==> src/rtl/core/esrd_pkg.sv <==
package esrd_pkg;

    // voltage window for a usable run-detect sample
    localparam logic [15:0] VOLT_MIN_MV     = 16'd10000;
    localparam logic [15:0] VOLT_MAX_MV     = 16'd40000;
    // stick thresholds
    localparam logic [11:0] START_PULSE_US  = 12'd1600;
    localparam logic [11:0] ENGINE_PULSE_US = 12'd1100;
    localparam logic [7:0]  TRY_COUNT_MAX   = 8'd255;

    // configuration reset values
    localparam logic [15:0] RST_RUN_THRESHOLD_MV  = 16'd13500;
    localparam logic [15:0] RST_STOP_THRESHOLD_MV = 16'd12500;
    localparam logic [15:0] RST_CONFIRM_TIME_MS   = 16'd500;
    localparam logic [15:0] RST_CRANK_LIMIT_MS    = 16'd3000;
    localparam logic [15:0] RST_RESTART_GUARD_MS  = 16'd2000;
    localparam logic [15:0] RST_RETRY_GAP_MS      = 16'd1000;
    localparam logic [7:0]  RST_MAX_START_TRIES   = 8'd3;

    localparam int CFG_IDX_W  = 3;
    localparam int CFG_DATA_W = 16;
    localparam int S_TDATA_W  = 80;
    localparam int M_TDATA_W  = 16;

    typedef enum logic [CFG_IDX_W-1:0] {
        CFG_RUN_THRESHOLD  = 3'd0,
        CFG_STOP_THRESHOLD = 3'd1,
        CFG_CONFIRM_TIME   = 3'd2,
        CFG_CRANK_LIMIT    = 3'd3,
        CFG_RESTART_GUARD  = 3'd4,
        CFG_RETRY_GAP      = 3'd5,
        CFG_MAX_TRIES      = 3'd6
    } t_cfg_idx;

    typedef enum logic {
        OP_SAMPLE  = 1'b0,
        OP_STARTER = 1'b1
    } t_op;

    typedef struct packed {
        logic [15:0] run_threshold_mv;
        logic [15:0] stop_threshold_mv;
        logic [15:0] confirm_time_ms;
        logic [15:0] crank_limit_ms;
        logic [15:0] restart_guard_ms;
        logic [15:0] retry_gap_ms;
        logic [7:0]  max_start_tries;
    } t_cfg;

    typedef struct packed {
        logic        op;
        logic [31:0] now_ms;
        logic [15:0] voltage_mv;
        logic        voltage_valid;
        logic [11:0] starter_pulse_us;
        logic [11:0] engine_pulse_us;
        logic        throttle_neutral;
        logic        ignition_on;
        logic        system_fault;
        logic        drive_idle;
    } t_item;

    typedef struct packed {
        logic        running_flag;
        logic        starter_on;
        logic [31:0] run_confirm_since;
        logic [31:0] stop_confirm_since;
        logic [31:0] stopped_at;
        logic [31:0] crank_started_at;
        logic [31:0] last_try_at;
        logic [7:0]  try_count;
    } t_state;

    typedef struct packed {
        logic        engine_running;
        logic        starter_relay;
        logic        start_fault_request;
        logic [7:0]  failed_tries;
    } t_result;

endpackage

==> src/rtl/core/esrd_update.sv <==
module esrd_update (
    input  esrd_pkg::t_cfg    i_cfg,
    input  esrd_pkg::t_state  i_state,
    input  esrd_pkg::t_item   i_item,
    output esrd_pkg::t_state  o_state,
    output esrd_pkg::t_result o_result
);
    import esrd_pkg::*;

    logic [31:0] run_elapsed;
    logic [31:0] stop_elapsed;
    logic [31:0] since_stop;
    logic [31:0] crank_elapsed;
    logic [31:0] since_try;
    logic        volt_ok;
    logic        request;
    logic        blocked;
    logic [7:0]  tries_inc;
    logic        fault_req;
    t_state      nxt;

    // all differences wrap modulo 2^32
    assign run_elapsed   = i_item.now_ms - i_state.run_confirm_since;
    assign stop_elapsed  = i_item.now_ms - i_state.stop_confirm_since;
    assign since_stop    = i_item.now_ms - i_state.stopped_at;
    assign crank_elapsed = i_item.now_ms - i_state.crank_started_at;
    assign since_try     = i_item.now_ms - i_state.last_try_at;

    assign volt_ok = i_item.voltage_valid && (i_item.voltage_mv >= VOLT_MIN_MV)
                     && (i_item.voltage_mv <= VOLT_MAX_MV);
    assign request = i_item.starter_pulse_us > START_PULSE_US;
    assign blocked = i_item.system_fault || !i_item.drive_idle
                     || (i_item.engine_pulse_us > ENGINE_PULSE_US)
                     || !i_item.throttle_neutral || !i_item.ignition_on
                     || i_state.running_flag
                     || ((i_state.stopped_at != 32'd0)
                         && (since_stop < {16'd0, i_cfg.restart_guard_ms}));
    assign tries_inc = (i_state.try_count == TRY_COUNT_MAX) ? i_state.try_count
                       : i_state.try_count + 8'd1;

    always_comb begin
        nxt       = i_state;
        fault_req = 1'b0;
        if (i_item.op == OP_SAMPLE) begin
            if (i_state.starter_on) begin
                nxt.run_confirm_since  = 32'd0;
                nxt.stop_confirm_since = 32'd0;
            end else if (volt_ok) begin
                if (!i_state.running_flag) begin
                    nxt.stop_confirm_since = 32'd0;
                    if (i_item.voltage_mv >= i_cfg.run_threshold_mv) begin
                        if (i_state.run_confirm_since == 32'd0) begin
                            nxt.run_confirm_since = i_item.now_ms;
                        end else if (run_elapsed >= {16'd0, i_cfg.confirm_time_ms}) begin
                            nxt.running_flag      = 1'b1;
                            nxt.run_confirm_since = 32'd0;
                            nxt.try_count         = 8'd0;
                        end
                    end else begin
                        nxt.run_confirm_since = 32'd0;
                    end
                end else begin
                    nxt.run_confirm_since = 32'd0;
                    if (i_item.voltage_mv <= i_cfg.stop_threshold_mv) begin
                        if (i_state.stop_confirm_since == 32'd0) begin
                            nxt.stop_confirm_since = i_item.now_ms;
                        end else if (stop_elapsed >= {16'd0, i_cfg.confirm_time_ms}) begin
                            nxt.running_flag       = 1'b0;
                            nxt.stop_confirm_since = 32'd0;
                            nxt.stopped_at         = i_item.now_ms;
                        end
                    end else begin
                        nxt.stop_confirm_since = 32'd0;
                    end
                end
            end
        end else begin
            if (blocked) begin
                // interlock drops the starter without counting a failure
                nxt.starter_on = 1'b0;
            end else if (i_state.starter_on) begin
                if (!request || (crank_elapsed > {16'd0, i_cfg.crank_limit_ms})) begin
                    nxt.starter_on = 1'b0;
                    nxt.stopped_at = i_item.now_ms;
                    nxt.try_count  = tries_inc;
                    fault_req      = tries_inc >= i_cfg.max_start_tries;
                end
            end else if (request && (since_try >= {16'd0, i_cfg.retry_gap_ms})) begin
                nxt.last_try_at      = i_item.now_ms;
                nxt.starter_on       = 1'b1;
                nxt.crank_started_at = i_item.now_ms;
            end
        end
    end

    assign o_state                      = nxt;
    assign o_result.engine_running      = nxt.running_flag;
    assign o_result.starter_relay       = nxt.starter_on;
    assign o_result.start_fault_request = fault_req;
    assign o_result.failed_tries        = nxt.try_count;

endmodule

==> src/rtl/core/engine_start_and_run_detect.sv <==
// Engine start and run detection. Each input beat is one timestamped update:
// tuser 0 is a voltage run-detect sample, tuser 1 a starter update with its
// interlocks, retry gap, crank limit and restart guard. Every input beat
// yields exactly one output beat with the running flag, starter relay, a
// one-beat fault request and the saturating failed-start count. The block
// takes one beat per clock while the output is not stalled: the beat is held
// in an input register, the whole update is a single pass of compare and
// subtract logic into the state and the result register, and the next beat
// sees the state left by the one before. Configuration writes are registered
// and are meant to happen while no beat is in flight.
module engine_start_and_run_detect (
    input  logic                                i_clk,
    input  logic                                i_rst_n,
    input  logic                                i_cfg_we,
    input  logic [esrd_pkg::CFG_IDX_W-1:0]      i_cfg_idx,
    input  logic [esrd_pkg::CFG_DATA_W-1:0]     i_cfg_data,
    input  logic                                s_axis_tvalid,
    output logic                                s_axis_tready,
    // now_ms[31:0], voltage_mv[47:32], voltage_valid[48], starter_pulse_us[60:49],
    // engine_pulse_us[72:61], throttle_neutral[73], ignition_on[74],
    // system_fault[75], drive_idle[76], zero[79:77]
    input  logic [esrd_pkg::S_TDATA_W-1:0]      s_axis_tdata,
    // op[0]
    input  logic                                s_axis_tuser,
    output logic                                m_axis_tvalid,
    input  logic                                m_axis_tready,
    // engine_running[0], starter_relay[1], start_fault_request[2],
    // failed_tries[10:3], zero[15:11]
    output logic [esrd_pkg::M_TDATA_W-1:0]      m_axis_tdata
);
    import esrd_pkg::*;

    t_cfg    r_cfg;
    t_state  r_state;
    t_state  n_state;
    t_item   r_in_item;
    t_item   in_item;
    logic    r_in_valid;
    t_result r_out;
    t_result n_out;
    logic    r_out_valid;
    logic    out_free;
    logic    advance;

    assign in_item.op               = s_axis_tuser;
    assign in_item.now_ms           = s_axis_tdata[31:0];
    assign in_item.voltage_mv       = s_axis_tdata[47:32];
    assign in_item.voltage_valid    = s_axis_tdata[48];
    assign in_item.starter_pulse_us = s_axis_tdata[60:49];
    assign in_item.engine_pulse_us  = s_axis_tdata[72:61];
    assign in_item.throttle_neutral = s_axis_tdata[73];
    assign in_item.ignition_on      = s_axis_tdata[74];
    assign in_item.system_fault     = s_axis_tdata[75];
    assign in_item.drive_idle       = s_axis_tdata[76];

    assign out_free      = !r_out_valid || m_axis_tready;
    assign advance       = r_in_valid && out_free;
    assign s_axis_tready = !r_in_valid || out_free;

    always_ff @(posedge i_clk) begin
        if (!i_rst_n) begin
            r_cfg.run_threshold_mv  <= RST_RUN_THRESHOLD_MV;
            r_cfg.stop_threshold_mv <= RST_STOP_THRESHOLD_MV;
            r_cfg.confirm_time_ms   <= RST_CONFIRM_TIME_MS;
            r_cfg.crank_limit_ms    <= RST_CRANK_LIMIT_MS;
            r_cfg.restart_guard_ms  <= RST_RESTART_GUARD_MS;
            r_cfg.retry_gap_ms      <= RST_RETRY_GAP_MS;
            r_cfg.max_start_tries   <= RST_MAX_START_TRIES;
        end else if (i_cfg_we) begin
            case (i_cfg_idx)
                CFG_RUN_THRESHOLD:  r_cfg.run_threshold_mv  <= i_cfg_data;
                CFG_STOP_THRESHOLD: r_cfg.stop_threshold_mv <= i_cfg_data;
                CFG_CONFIRM_TIME:   r_cfg.confirm_time_ms   <= i_cfg_data;
                CFG_CRANK_LIMIT:    r_cfg.crank_limit_ms    <= i_cfg_data;
                CFG_RESTART_GUARD:  r_cfg.restart_guard_ms  <= i_cfg_data;
                CFG_RETRY_GAP:      r_cfg.retry_gap_ms      <= i_cfg_data;
                CFG_MAX_TRIES:      r_cfg.max_start_tries   <= i_cfg_data[7:0];
                default: ;
            endcase
        end
    end

    esrd_update u_update (
        .i_cfg    (r_cfg),
        .i_state  (r_state),
        .i_item   (r_in_item),
        .o_state  (n_state),
        .o_result (n_out)
    );

    // input register
    always_ff @(posedge i_clk) begin
        if (!i_rst_n) begin
            r_in_valid <= 1'b0;
        end else if (s_axis_tready) begin
            r_in_valid <= s_axis_tvalid;
        end
    end

    always_ff @(posedge i_clk) begin
        if (s_axis_tready && s_axis_tvalid) begin
            r_in_item <= in_item;
        end
    end

    // state commits only when the beat moves into the result register
    always_ff @(posedge i_clk) begin
        if (!i_rst_n) begin
            r_state <= '0;
        end else if (advance) begin
            r_state <= n_state;
        end
    end

    always_ff @(posedge i_clk) begin
        if (!i_rst_n) begin
            r_out_valid <= 1'b0;
        end else if (out_free) begin
            r_out_valid <= r_in_valid;
        end
    end

    always_ff @(posedge i_clk) begin
        if (advance) begin
            r_out <= n_out;
        end
    end

    assign m_axis_tvalid = r_out_valid;
    assign m_axis_tdata  = {5'd0, r_out.failed_tries, r_out.start_fault_request,
                            r_out.starter_relay, r_out.engine_running};

endmodule
==> config.mk <==
export PLATFORM = sky130hd
export DESIGN_NAME = engine_start_and_run_detect
export DESIGN_NICKNAME = d
export VERILOG_FILES = /design/src/rtl/core/esrd_pkg.sv /design/src/rtl/core/esrd_update.sv /design/src/rtl/core/engine_start_and_run_detect.sv
export SDC_FILE = /design/constraint.sdc
export NUM_CORES = 1
export LEC_CHECK = 0
export BUFFER_PORTS_ARGS = -buffer_cell sky130_fd_sc_hd__buf_2
export CORE_MARGIN = 2
export CORE_UTILIZATION = 52
export DETAILED_ROUTE_END_ITERATION = 6
export GPL_ROUTABILITY_DRIVEN = 0
export PLACE_DENSITY = 0.73
export SLEW_MARGIN = 0
export SYNTH_ARGS = -nofsm -noshare
export SYNTH_HDL_FRONTEND = slang
export SYNTH_SLANG_ARGS = --single-unit
==> constraint.sdc <==
create_clock -name i_clk -period 6.7 [get_ports i_clk]
set_input_delay 1.34 -clock i_clk [delete_from_list [all_inputs] [get_ports i_clk]]
set_output_delay 1.34 -clock i_clk [all_outputs]
set_load 0.02 [all_outputs]
# [Yosys cells after proc, flatten, opt, wreduce, memory -nomap -nowiden]
# Cells that the tools add are included.
[word_totals] regBits=333 input_bits=105 output_inout_bits=18 word_cells=151
[classes] addsub=5 n_lt_le_gt_ge=12 n_eq_ne=16 mux=44 bitwise=4 n_reduce_logical=40
[op_table] op="$mux 32" count=12
[op_table] op="$mux 64" count=5
[op_table] op="$sub 32x32->32" count=4
[op_table] op="$mux 104" count=1
[op_table] op="$ge 32x16->1" count=3
[op_table] op="$mux 96" count=1
[op_table] op="$mux 8" count=10
[op_table] op="$logic_not 32->1" count=2
[op_table] op="$gt 32x16->1" count=1
[op_table] op="$lt 32x16->1" count=1
[op_table] op="$reduce_bool 32->1" count=1
[op_table] op="$gt 12x11->1 const B" count=2
[op_table] op="$ge 16x14->1 const B" count=1
[op_table] op="$ge 16x16->1" count=1
[op_table] op="$le 16x16->1" count=1
[op_table] op="$le 16x16->1 const B" count=1
[op_table] op="$mux 1" count=15
[op_table] op="$reduce_and 2->1" count=7
[op_table] op="$ne 5x5->1 const B" count=2
[op_table] op="$reduce_and 10->1" count=1
[op_table] op="$eq 3x3->1 const B" count=3
[op_table] op="$logic_or 1x1->1" count=9
[op_table] op="$ne 3x3->1 const B" count=3
[op_table] op="$add 8x1->8 const B" count=1
[op_table] op="other kinds (14)" count=33

# [Logic depth before layout (Yosys ltp)]
# Gate-level depths: netlist (run 1).
[depth] word_depth=9 ltp_mapped=25 mapped_depth_nobuf=23

# [Cells and area by module]
# A second synthesis (run 1) with hierarchy kept.
[hier_totals] cells_unflattened=3601 area_unflattened_um2=29305.6
[modules_own_cells] mod="esrd_update" instances=1 cells_per_inst=2383 area_each_um2=16223.1 seq_area_each_um2=0.0
[modules_own_cells] mod="engine_start_and_run_detect" instances=1 cells_per_inst=1218 area_each_um2=13082.5 seq_area_each_um2=8197.9

# [Worst setup path after synthesis (run 1)]
# Ideal clock, no wire load.
[synth_path] kind="register to register" from="register r_in_item[46] in the netlist's numbering" to="register r_out (netlist bit m_axis_tdata[5]), data pin" setup_ns=0.132 t_arrival_ns=4.790 t_required_ns=6.568 setup_slack_ns=1.778 stages_incl_launch_ff=22 path_buffers=0 synth_period_minus_slack_ns=4.922 cell_sequence="edfxtp_1 ha_1 nor2b_1 o2111ai_1 nand2_1 a21oi_1 o21bai_1 a21o_1 a21oi_1 xnor2_1 ha_1 a21oi_1 o21a_1 o221ai_1 or4_1 or4_1 a2111oi_0 nand4_1 nor4_2 nor2b_1 or4_1 nand2_1"
[synth_lines] element="from (decl)" line_no="engine_start_and_run_detect.sv:36" source="t_item r_in_item;"
[synth_lines] element="from (signal assigned)" line_no="engine_start_and_run_detect.sv:102" source="r_in_item <= in_item;"
[synth_lines] element="to (signal assigned)" line_no="engine_start_and_run_detect.sv:125" source="r_out <= n_out;"
[synth_lines] element="to (decl)" line_no="engine_start_and_run_detect.sv:39" source="t_result r_out;"

# [Final worst setup path (run 1)]
[layout_path] from="register r_in_item[46] in the netlist's numbering" to="register r_state[4] in the netlist's numbering"
[layout_between] elab_chain_len=9 word_cells_on_any_way=19 classes_between="3 x add/sub; 3 x order compare; 10 x mux; 3 x reduce/logical"
[layout_lines] element="$sub 32x32->32" line_no="esrd_update.sv:23" source="assign run_elapsed = i_item.now_ms - i_state.run_confirm_since;"
[layout_lines] element="$ge 32x16->1" line_no="esrd_update.sv:54" source="end else if (run_elapsed >= {16'd0, i_cfg.confirm_time_ms}) begin"
[layout_lines] element="$mux 8" line_no="esrd_update.sv:54"
[layout_lines] element="$mux 8" line_no="esrd_update.sv:52" source="if (i_state.run_confirm_since == 32'd0) begin"
[layout_lines] element="$mux 8" line_no="esrd_update.sv:51" source="if (i_item.voltage_mv >= i_cfg.run_threshold_mv) begin"
[layout_lines] element="$mux 8" line_no="esrd_update.sv:49" source="if (!i_state.running_flag) begin"
[layout_lines] element="$mux 8" line_no="esrd_update.sv:48" source="end else if (volt_ok) begin"
[layout_lines] element="$mux 8" line_no="esrd_update.sv:45" source="if (i_state.starter_on) begin"
[layout_lines] element="$mux 8 (*)" line_no="esrd_update.sv:44" source="if (i_item.op == OP_SAMPLE) begin"
[layout_lines] element="to (signal assigned)" line_no="engine_start_and_run_detect.sv:111" source="r_state <= n_state;"
[layout_lines] element="to (decl)" line_no="engine_start_and_run_detect.sv:34" source="t_state r_state;"
# Every way passes the cells marked *; elsewhere a longest branch is shown, timed or not. The select of a mux whose other input is x is not followed.
# A chain may end at the register's enable or synchronous reset.

==> metrics.cfg, run 1 <==
[status]
status = finished clean

[place]
dpl_cell_area_um2 = 25140
hpwl_mm = 51.68
place_inst = 3530
io_buffer_count = 114

[floorplanning]
start_util_pct = 52.35
num_rows = 79
die_y_um = 219.8
die_w_um = 219.8
ios = 123
die_area_um2 = 48310
coreArea_um2 = 46260

[worst_hold_path]
hold_class = register to register
worstHoldStart = r_cfg[9]$_SDFFE_PN0P_
hold_depth = 2
min_to = r_cfg[9]$_SDFFE_PN0P_

[final_layout]
instances_no_fill = 3601
regArea_um2 = 7557
num-fill-cells = 4172
design_area_um2 = 26490
final_layout_size_suffix_gt1_share_pct = 10.32
multi_input_area_um2 = 14910
area_delta_synth_final_pct = 9.388
final_nets = 3317

[worst_setup_path]
reg2reg_to = r_state[4]$_SDFFE_PN0P_
worstPathMaxFanout = 11
arrival_ns = 6.81
regToRegStartpoint = r_in_item[46]$_DFFE_PP_
worstRegToRegCells = 20
worstSetupStartpointType = register
regToRegSetupSlack_ns = 0.39
cp-startpoint = r_in_item[46]$_DFFE_PP_
crit_type = register to register
end_kind = register
worstPathRequired_ns = 7.20

[synthesis]
synthArstFlopShare_pct = 0
synth.area.top_cells = dfxtp_1 (20%), ha_1 (13%), edfxtp_1 (11%)
synthFlopType = dfxtp_1
synth_edf_count = 89
yosysWarnings = 0
synth_top_area_cell = dfxtp_1
synth.distinct_cells = 95
synthesis.area_um2 = 24220
ys_seq_elements = 333
ys_seq_area_share_pct = 31.21
synth.avg_cell_area_um2 = 8.265
synth_top_area_share_pct = 20.17
syn_inst = 2930

[timing]
maxSlewHeadroom_pct = 22.52
drv_slew = 0
min_period_over_period_pct = 94.20
fmaxAchievable_mhz = 158.4
finalSetupViolCount = 0
fin_crit_ns = 6.311
finClkSkew_ns = 0.02527
tns_ns = 0
worst_pin_slew_ns = 1.162
hold_violations = 0
grt_setup_unrepaired = no

[clock_tree]
cts_root_buf = clkbuf_16
htreeDepth = 2
clockBufferDepth = 3
clock_latency_ns = 0.58
ctsResizeCount = 0
clk_pin_slew_ns = 0.06
cts_setup_buffers = 0
cts_tree = built
cts-buffers-inserted = 39
cts_hold_buf = 0
cts.sinks = 333

[pwr]
vdd_ir_drop_max_mv = 0.1894
powerDensity_nw_per_um2 = 201.3
leakagePower_nw = 10.12

[drt]
drcViolationCount = 0
vias = 22136
drt_first_pass_iters = 6
drtIter0Drc = 1676
wl_per_cell_um = 18.89
wl_mm = 68.01
viasPerCell = 6.147
ant_nets = 0

[global_routing]
gr-total-overflow = 0
grt_pass1_vias = 21319
grt.total_usage_pct = 28.01
grt_max_degree = 82
grt_pass1_wl_mm = 108.2
antenna_found_initial = 1

[job]
cap_violations = 0

## sequential cells by signal (all words and copies together), names as in the netlist
register	flops
r_in_item	78
m_axis_tvalid	1
r_state	138
r_in_valid	1
r_cfg	104
m_axis_tdata	11
## cell usage in the layout, fill, tap and decap left out, drive strengths merged, types with 30 or more instances in the layout
cell type  instances
buf              140
o32ai             30
nand4             66
nand3             90
o21a              48
nand2            404
a21oi            248
dfxtp            244
nor3              44
a21o              65
o21ai            112
edfxtp            89
mux2i             74
nor2             127
clkbuf            48
inv              303
nor4              68
xnor2             51
o31ai             42
o211ai            68
ha               244
## Yosys cell counts, types with 13 or more instances
library cell / n
o31ai_1: 13
mux2i_1: 74
nand2_1: 404
xnor2_1: 51
inv_1: 299
nand3_1: 90
nor3_1: 43
a21oi_1: 245
o31ai_2: 29
edfxtp_1: 89
o32ai_2: 28
a211oi_1: 19
nand4_1: 65
o211ai_1: 68
nor2_1: 127
o21a_1: 47
o21ai_0: 95
clkbuf_1: 111
o21bai_1: 17
dfxtp_1: 244
or4_1: 13
a21o_1: 65
o2111ai_1: 14
buf_2: 19
o21ai_1: 17
nor4_1: 66
a31oi_1: 22
nor2b_1: 20
and3_1: 13
ha_1: 244
xor2_1: 29
nand2b_1: 29
## logic make-up (layout without fill, tap and decap cells)
logic type | count (synthesis) | after routing | synth area share, %
and+or+nand+nor | 944 | 944 | 18.79
AOI/OAI and AO/OA | 797 | 797 | 23.48
buffers and inverters | 451 | 510 | 7.523
DFF | 333 | 333 | 31.21
adders and majority gates | 248 | 248 | 12.94
xor gates and xnor gates | 80 | 80 | 2.893
muxes | 76 | 76 | 3.152
other | 1 | 6 | 0.01549
## worst max-delay path, stage by stage, from the launching register on
cell and delay (ns):
edfxtp_1 0.70, ha_1 0.34, nor2b_1 0.15, o2111ai_1 0.28
nand2_1 0.17, a41oi_1 0.59, o21ai_0 0.19, xor2_1 0.17
ha_1 0.31, nand4_1 0.19, o221ai_1 0.18, or4_1 0.45
or4_1 0.42, a2111oi_0 0.40, nand4_1 0.16, nor4_2 0.39
buf_4 0.23, nand2b_1 0.48, buf_4 0.22, nand4b_1 0.10
nand3_1 0.11
## area by class of cell
class,count,area share (%)
Multi-Input combinational cell,2150,56.29
Inverter,300,4.270
Tap cell,607,2.867
Antenna cell,1,0.009447
Timing Repair Buffer,140,2.947
Sequential cell,333,28.53
Clock inverter,22,1.001
Clock buffer,48,4.081
## power by group
group	switching, mW	internal, mW
combinational	0.587	0.351
sequential	0.0560	2.12
clock	0.904	1.32
total	1.55	3.79
## stage by stage
stage	utilization, %	hold WS, ns	power (mW)	setup slack (ns)
2_1_floorplan	-	0.4347	2.858	1.778
3_3_place_gp	54.35	0.4420	3.099	0.6180
5_1_grt	57.26	0.4751	5.549	0.07142
4_1_cts	57.26	0.4557	5.348	0.4169
6_report	57.26	0.4535	5.333	0.3886
3_5_place_dp	54.35	0.4480	3.130	0.4583
## per-layer routing
layer / vias to the layer above / track usage (%) / part of all wire, %
li1: 10678 / - / -
met2: 874 / 46.88 / 46
met3: 223 / 4.555 / 7.3
met4: 0 / 14.41 / 5.3
met5: - / 0 / 0
met1: 10361 / 34.75 / 41
## how the worst max path moves through the flow
stage                                      endpoint  slack (ns)  cells past startpoint
after floorplan           m_axis_tdata[5]$_DFFE_PP_        1.78                     21
after global placement    m_axis_tdata[3]$_DFFE_PP_        0.62                     20
after detailed placement    r_state[4]$_SDFFE_PN0P_        0.46                     20
after CTS                   r_state[4]$_SDFFE_PN0P_        0.42                     20
after global routing      m_axis_tdata[3]$_DFFE_PP_        0.07                     19
final                       r_state[4]$_SDFFE_PN0P_        0.39                     20
Note: power is estimated with default switching activity, not from simulation.
==> run 2: changes to the inputs <==
Settings changed: CTS_BUF_LIST set to sky130_fd_sc_hd__clkbuf_2 sky130_fd_sc_hd__clkbuf_4 sky130_fd_sc_hd__clkbuf_8, PLACE_DENSITY 0.73 to 0.69.
==> run 2 against run 1 <==
Net effect:
- via count up 0.35%
- design area hardly changed
- total power is 2.0% lower
- register-to-register slack improved by 0.18 ns
- critical endpoint is now m_axis_tdata[3]$_DFFE_PP_
- critical path type unchanged
==> metrics.cfg, run 2 (same netlist as run 1, synthesis figures left out) <==
[drt]
wl_mm = 69.65  ; +2.4%
ant_nets = 0  ; unchanged
drt_first_pass_iters = 7  ; +1
drcViolationCount = 0  ; unchanged
wl_per_cell_um = 19.14  ; +1.3%
drtIter0Drc = 1971  ; +18%
viasPerCell = 6.104  ; -0.70%
vias = 22213  ; +0.35%

[timing]
fmaxAchievable_mhz = 163.0  ; +2.9%
grt_setup_unrepaired = no
min_period_over_period_pct = 91.57  ; -2.6 points
fin_crit_ns = 6.135  ; -0.1763 ns
maxSlewHeadroom_pct = 18.32  ; -4.2 points
finalSetupViolCount = 0  ; unchanged
worst_pin_slew_ns = 1.223  ; +0.06026 ns
drv_slew = 0  ; unchanged
hold_violations = 0  ; unchanged
tns_ns = 0  ; unchanged
finClkSkew_ns = 0.04024  ; +0.01497 ns

[place]
hpwl_mm = 53.04  ; +2.6%
dpl_cell_area_um2 = 25150  ; about the same
io_buffer_count = 114  ; unchanged

[worst_setup_path]
regToRegStartpoint = r_in_item[46]$_DFFE_PP_
arrival_ns = 6.59  ; -0.22 ns
worstSetupStartpointType = register
end_kind = register
regToRegSetupSlack_ns = 0.56  ; +0.18 ns
crit_type = register to register
cp-startpoint = r_in_item[46]$_DFFE_PP_
worstPathRequired_ns = 7.16  ; -0.04 ns
worstPathMaxFanout = 13  ; +2

[clock_tree]
clockBufferDepth = 3  ; unchanged
cts_setup_buffers = 0  ; unchanged
htreeDepth = 2  ; unchanged
clk_pin_slew_ns = 0.07  ; about the same
clock_latency_ns = 0.67  ; +0.09 ns
cts-buffers-inserted = 58  ; +49%
ctsResizeCount = 0  ; unchanged
cts_root_buf = clkbuf_8
cts_tree = built
cts_hold_buf = 0  ; unchanged
cts.sinks = 333  ; unchanged

[final_layout]
final_layout_size_suffix_gt1_share_pct = 11.51  ; +1.2 points
final_common_cell = nand2_1
num-fill-cells = 4175  ; +0.072%
reg_top3 = r_state (138), r_cfg (104), r_in_item (78)
final_cell_mix = nand2_1 (404), inv_1 (299), a21oi_1 (244), ha_1 (244), dfxtp_1 (244)
design_area_um2 = 26480  ; about the same
top_register = r_state
largest_register_ffs = 138  ; unchanged
final_nets = 3335  ; +0.54%
area_delta_synth_final_pct = 9.347  ; about the same

[job]
cap_violations = 0  ; unchanged

[global_routing]
grt_pass1_wl_mm = 109.5  ; +1.2%
grt.total_usage_pct = 28.49  ; +0.47 points
gr-total-overflow = 0  ; unchanged
grtUsageMet2_pct = 47.94  ; +1.1 points
use_met1_pct = 37.14  ; +2.4 points
grt_use_met3_pct = 4.168  ; -0.39 points
grt_pass1_vias = 21022  ; -1.4%
busiest_layer = met2
antenna_found_initial = 1  ; unchanged
grt_max_degree = 99  ; +21%

[floorplanning]
die_y_um = 219.8  ; unchanged
num_rows = 79  ; unchanged
coreArea_um2 = 46260  ; unchanged
die_w_um = 219.8  ; unchanged
start_util_pct = 52.35  ; unchanged
die_area_um2 = 48310  ; unchanged
ios = 123  ; unchanged

[worst_hold_path]
hold_class = register to register
worstHoldStart = r_state[13]$_SDFFE_PN0P_

[status]
status = finished clean

[pwr]
clkPwrFrac_pct = 40.4  ; -1.2 points
powerDensity_nw_per_um2 = 197.4  ; -2.0%
combPwrFrac_pct = 18.0  ; +0.4 points
switching_power_mw = 1.552  ; +0.40%
switching_share_pct = 29.70  ; +0.71 points
seq_power_share_pct = 41.7  ; +0.9 points
leakagePower_nw = 10.15  ; +0.29%
p_int_mw = 3.675  ; -3.0%
vdd_ir_drop_max_mv = 0.1939  ; +2.4%

==> run 2: final cells by class <==
class,count,area [um2],share of cell area (%)
Multi-Input combinational cell,2150,14910,56.32
Sequential cell,333,7557,28.54
Inverter,300,1131,4.272
Clock buffer,80,1026,3.875
Timing Repair Buffer,139,785.8,2.967
Tap cell,607,759.5,2.868
Clock inverter,29,305.3,1.153
Antenna cell,1,2.502,0.009450
==> run 2: path summary, 6_finish.rpt <==
kind,end,depth (start not counted)
worst max register to register,m_axis_tdata[3]$_DFFE_PP_,21
worst max-delay path,m_axis_tdata[3]$_DFFE_PP_,21
worst min-delay path,r_state[13]$_SDFFE_PN0P_,2
worst min register to register,r_state[13]$_SDFFE_PN0P_,2
==> run 2: worst max-delay path: stages, from the launching register on <==
cell and delay, ns:
edfxtp_1 0.71, ha_1 0.33, nor2b_1 0.15, o2111ai_1 0.30
nand2_1 0.19, a41oi_1 0.60, o21ai_0 0.20, xor2_1 0.18
ha_1 0.31, a21o_1 0.19, a21o_1 0.18, a2bb2oi_1 0.21
o2111ai_1 0.14, or4_1 0.47, a2111oi_0 0.42, nand4_1 0.16
nor4_2 0.34, buf_4 0.22, nand2b_1 0.12, buf_4 0.22
o211ai_1 0.14, o31ai_1 0.13
==> run 2: through the flow <==
step,cells,hold WS [ns],util (%),power [mW],setup WS [ns]
after global placement,3529,0.4418,54.36,3.105,0.7802
after floorplan,2934,0.4347,-,2.858,1.778
after CTS,3638,0.4552,57.24,5.247,0.6492
after detailed placement,3529,0.4469,54.36,3.133,0.6983
after global routing,3639,0.4732,57.24,5.463,0.1451
final,3639,0.4542,57.24,5.227,0.5649
==> run 2: power groups by stage <==
stage | Clock (mW) | Sequential, mW | Combinational [mW]
5_1_grt | 2.25 | 2.18 | 1.03
3_3_place_gp | 0 | 2.22 | 0.887
2_1_floorplan | 0 | 2.20 | 0.661
6_report | 2.11 | 2.18 | 0.939
3_5_place_dp | 0 | 2.22 | 0.914
4_1_cts | 2.15 | 2.18 | 0.920
==> run 2: metal layers <==
layer	vias up	wire length [um]
met5	-	0
li1	10727	-
met2	881	32240
met3	187	4451
met1	10418	30490
met4	0	2475
